<file path="src/hdl/asa_pkg.sv">
// Package: shared types, codes and constants of the aligned stack allocator.
`timescale 1ns / 1ps
`default_nettype none
package asa_pkg;

  localparam int BUFFER_BYTES = 4096;
  localparam int HDR_AW       = $clog2(BUFFER_BYTES);
  localparam int OFS_W        = 13;
  localparam int PAD_W        = 8;
  localparam int BASE_W       = 7;
  localparam int CFG_IDX_W    = 1;
  localparam int CFG_DATA_W   = 13;

  localparam logic [OFS_W-1:0] LEN_MAX   = OFS_W'(BUFFER_BYTES);
  localparam logic [PAD_W-1:0] ALIGN_CAP = 8'd128;

  localparam logic [1:0] MODE_ALLOC    = 2'd0;
  localparam logic [1:0] MODE_FREE     = 2'd1;
  localparam logic [1:0] MODE_FREE_ALL = 2'd2;

  localparam logic [1:0] ST_OK      = 2'd0;
  localparam logic [1:0] ST_NO_ROOM = 2'd1;
  localparam logic [1:0] ST_OOB     = 2'd2;
  localparam logic [1:0] ST_IGNORED = 2'd3;

  localparam logic [CFG_IDX_W-1:0] CFG_BUFFER_LENGTH = 1'd0;
  localparam logic [CFG_IDX_W-1:0] CFG_BASE_LOW      = 1'd1;

  typedef struct packed {
    logic [1:0]       mode;
    logic [OFS_W-1:0] size;
    logic [3:0]       align_log2;
    logic [OFS_W-1:0] block_offset_in;
  } asa_in_t;

  typedef struct packed {
    logic [1:0]       status;
    logic [OFS_W-1:0] block_offset;
    logic [OFS_W-1:0] top_offset;
  } asa_out_t;

  // controller -> datapath
  typedef struct packed {
    logic clear;
    logic accept;
    logic exec;
  } asa_cmd_t;

  // datapath -> controller
  typedef struct packed {
    logic clear_done;
    logic out_full;
  } asa_sts_t;

endpackage
`default_nettype wire

</file>
<file path="src/hdl/asa_ctrl.sv">
// Controller: header-store clear sweep, transaction accept and execute sequencing.
`timescale 1ns / 1ps
`default_nettype none
module asa_ctrl import asa_pkg::*; (
  input  wire logic     clk,
  input  wire logic     rst_n,
  input  wire logic     in_valid,
  output logic          in_stall,
  input  wire logic     out_stall,
  input  wire asa_sts_t sts,
  output asa_cmd_t      cmd
);

  localparam logic [1:0] S_CLEAR = 2'd0;
  localparam logic [1:0] S_IDLE  = 2'd1;
  localparam logic [1:0] S_EXEC  = 2'd2;

  logic [1:0] state_r, state_nxt;
  logic       can_take;

  // output register is free now or empties at this edge
  assign can_take = (state_r == S_IDLE) && !(sts.out_full && out_stall);
  assign in_stall = !can_take;

  always_comb begin
    cmd.clear  = (state_r == S_CLEAR);
    cmd.accept = can_take && in_valid;
    cmd.exec   = (state_r == S_EXEC);
  end

  always_comb begin
    state_nxt = state_r;
    case (state_r)
      S_CLEAR: begin
        if (sts.clear_done) state_nxt = S_IDLE;
      end
      S_IDLE: begin
        if (cmd.accept) state_nxt = S_EXEC;
      end
      S_EXEC: begin
        state_nxt = S_IDLE;
      end
      default: begin
        state_nxt = S_CLEAR;
      end
    endcase
  end

  always_ff @(posedge clk) begin
    if (!rst_n) begin
      state_r <= S_CLEAR;
    end else begin
      state_r <= state_nxt;
    end
  end

endmodule
`default_nettype wire

</file>
<file path="config.mk">
export PLATFORM = sky130hd
export DESIGN_NAME = asa_ctrl
export DESIGN_NICKNAME = d
export VERILOG_FILES = /design/src/hdl/asa_pkg.sv /design/src/hdl/asa_ctrl.sv
export SDC_FILE = /design/constraint.sdc
export NUM_CORES = 1
export LEC_CHECK = 0
export ABC_AREA = 1
export BUFFER_PORTS_ARGS = -buffer_cell sky130_fd_sc_hd__buf_4
export CAP_MARGIN = 20
export CORE_AREA = 5 5 42 44
export CTS_CLUSTER_SIZE = 12
export DETAILED_ROUTE_END_ITERATION = 7
export DIE_AREA = 0 0 47 49
export GPL_ROUTABILITY_DRIVEN = 0
export GPL_TIMING_DRIVEN = 0
export PLACE_DENSITY = 0.39
export REMOVE_ABC_BUFFERS = 1
export SETUP_SLACK_MARGIN = 0.4
export SYNTH_ARGS = -nofsm -noshare
export SYNTH_HDL_FRONTEND = slang
export SYNTH_SLANG_ARGS = --single-unit
</file>
<file path="constraint.sdc">
create_clock -name clk -period 0.8 [get_ports clk]
set_input_delay 0.12 -clock clk [delete_from_list [all_inputs] [get_ports clk]]
set_output_delay 0.12 -clock clk [all_outputs]
set_load 0.05 [all_outputs]
</file>
# Word-level counts from Yosys, hierarchy flattened
# Index checks and enable logic that the tools add are counted.
# word_totals
input_bits	6
elab_cells	15
register_bits	2
out_inout_bits	4
# op_classes
reduce_logical	7
mux	3
n_eq_ne	4
# ops
cell	count
case mux 2 bit (3 select lines)	1
two-way mux 2 bit	2
inequality test 2 bit, second input constant	2
logical AND 1 bit	3
== test 2 x 1 -> 1 bit, second input constant	1
== test 2 bit, second input constant	1
zero test 1 bit	2
zero test 2 bit	1
AND reduction 2 bit	1

# Logic depth before layout (Yosys ltp)
# logic_depth
depth_word	6
ltp_mapped	5
mapped_depth_nobuf	5

# Worst setup path after synthesis
# Ideal clock, no wire load.
# synth_timing
path_kind	flip-flop to output port
from	register state_r[1]
to	output port cmd[0] in the netlist's numbering
arrival_time_ns	1.029
required_time_ns	0.680
stages_incl_launch_ff	3
path_slack_ns	-0.349
path_buffers	0
cell_sequence	dfxtp_1 > inv_1 > nor2_1
# synth_rtl
element	line	rtl
start: declaration	asa_ctrl.sv:18	logic [1:0] state_r, state_nxt;
start signal: assignment	asa_ctrl.sv:53	state_r <= state_nxt;
end: declaration	asa_ctrl.sv:11	output asa_cmd_t cmd

# Worst setup path after layout
# layout_timing
from	register state_r[1]
to	output port in_stall
# layout_between
elab_chain_cells	3
# layout_rtl
element	line	rtl
== test 2 x 1 -> 1 bit	asa_ctrl.sv:22	assign can_take = (state_r == S_IDLE) && !(sts.out_full && out_stall);
logical AND 1 bit	asa_ctrl.sv:22	
zero test 1 bit	asa_ctrl.sv:23	assign in_stall = !can_take;
end: declaration	asa_ctrl.sv:8	output logic in_stall,
# Every way passes these cells.

==> qor.yml <==
ys_warn_count: 0
coreArea_um2: 1401
dpl_cell_area_um2: 193.9
die-area_um2: 2303
switching_share: 0.3043
grt_use_total: 0.04076
final_area_um2: 275.3
layout_setup_ws_ps: -274.6
cap_violations: 0
hp-class: "primary input to register"
crit_type: "register to output pin"
final_common_cell: "buf_4"
num-fill-cells: 182
antenna_found_initial: 0
die_w_um: 47
syn_inst: 17
p_total_uw: 482.2
final_layout_size_suffix_gt1_frac: 0.6875
worst_pin_slew_ps: 145.7
ctsHoldBuffers: 0
status: "complete, but fails checks"
grt_max_degree: 7
slew_violations: 0
synth_area_leaders: "dfxtp_1, nor2_1, inv_1, a21oi_2, nand2_1"
die_y_um: 49
reg_top3: "state_r (2)"
yosys.area.top_type: "dfxtp_1"
grt_remaining_overflow: 0
grt_pass1_vias: 172
regMostFlops: "state_r"
synth_seq_cells: 2
path_clk_slew_ps: 30
h-tree-depth: 1
via_per_inst: 3.188
root_buffer: "clkbuf_4"
cts_buffer_depth: 2
drt-wirelength-per-cell_um: 7.708
period_share: 1.343
crit_required_ps: 680
routed_wl_um: 370
rsz0062_at_grt: "true"
drtIter0Drc: 0
start_kind: "register"
numPortBuffers: 9
hold_violations: 0
p_clk_frac: 0.463
cp-end-kind: "output pin"
crit_fanout: 5
p_switching_uw: 146.7
synth.distinct_cells: 8
cts.sinks: 2
antennaDiodeCount: 0
ys_seq_area_frac: 0.3765
syn2layout_area_growth_pct: 158.8
cts_made_buffers: 3
post_synth.cell_area_avg_um2: 6.256
pin_count: 10
final_nets: 40
seqPwrFrac: 0.241
fin_crit_ps: 1075
rows: 14
p_int_uw: 335.5
syn_area_um2: 106.4
grt_pass1_wl_um: 586
vias: 153
fmax_ghz: 0.9306
cts_tree: "yes"
leakagePower_nw: 0.1369
fin_skew_ps: 2.780
layout_common_cells: "buf_4, nor2_1, inv_1, clkbuf_4, buf_6"
arrival_ps: 950
drt.antenna.violating_nets: 0
setup_viol: 5
drc: 0
largest_reg_flops: 2
max_slew_margin: 0.9026
vdd_drop_max_uv: 520.3
start_util: 0.07589
dr.pass1.iters: 1
p_comb_frac: 0.296
cellPowerDensity_nw_per_um2: 1752
synth_top_cell_area_share: 0.3765
violations: "setup timing"
worstSkewPairLatency_ps: 220
[final cells by class]
class | instances | area [µm²] | area share
repair buffers | 12 | 108.9 | 0.3955
clock buffers | 3 | 22.52 | 0.08182
multi-input cells | 11 | 61.31 | 0.2227
well taps | 16 | 20.02 | 0.07273
flip-flops and latches | 2 | 45.04 | 0.1636
inverters | 4 | 17.52 | 0.06364
[Yosys cell counts]
cell / n
nor2_1: 5
a21oi_2: 1
a21oi_1: 1
inv_1: 4
nand2_1: 2
dfxtp_1: 2
nand4_1: 1
nand3_1: 1
[path summary, 6_finish.rpt]
check,start,to,slack (ps),cells past startpoint
max,state_r[1],in_stall,-270,4
min,rst_n,state_r[0],130,3
max reg2reg,state_r[1],state_r[0],-40,6
min reg2reg,state_r[0],state_r[0],620,3
[power by group through the flow]
stage | Clock [mW] | Sequential (mW) | Combinational (mW)
2_1_floorplan | 0 | 0.113 | 0.0728
3_3_place_gp | 0 | 0.115 | 0.117
3_5_place_dp | 0 | 0.115 | 0.117
4_1_cts | 0.242 | 0.115 | 0.130
5_1_grt | 0.240 | 0.118 | 0.154
6_report | 0.223 | 0.116 | 0.143
[what timing repair did]
| action | CTS | global route |
|---|---|---|
| gates cloned | 0 | 0 |
| endpoints found under the setup margin | 6 | 6 |
| buffers inserted | 1 | 2 |
| pin swaps | 1 | 1 |
| resized for setup | 6 | 7 |
[metrics by stage]
stage                     setup TNS [ps]  instances  hold slack (ps)  setup WS, ps  utilization
after CTS                         -924.7         46            117.3        -305.6       0.1696
after global placement            -150.4         42            353.0        -136.0       0.1384
after global routing               -1274         48            165.0        -335.5       0.1964
after detailed placement          -148.6         42            356.4        -129.2       0.1384
final                             -990.6         48            134.9        -274.6       0.1964
after floorplan                   -928.1         17            254.9        -348.9            -
[cells by family after synthesis]
family / synth area share
AND/OR/NAND/NOR: 0.3530
buffers and inverters: 0.1411
flip-flops: 0.3765
AO/OA/AOI/OAI: 0.1294
[critical path, stage by stage (launching register included)]
cell and delay (ps):
dfxtp_2 320, inv_4 60, buf_4 100, nand3_2 90, buf_8 160
[layer usage]
metal,vias up,share of wire,track usage
met2,4,0.62,0.05430
li1,83,-,-
met5,-,0,0
met4,0,0,0.05530
met1,66,0.25,0.03057
met3,0,0.12,0.02952
(Power assumes the default switching activity.)
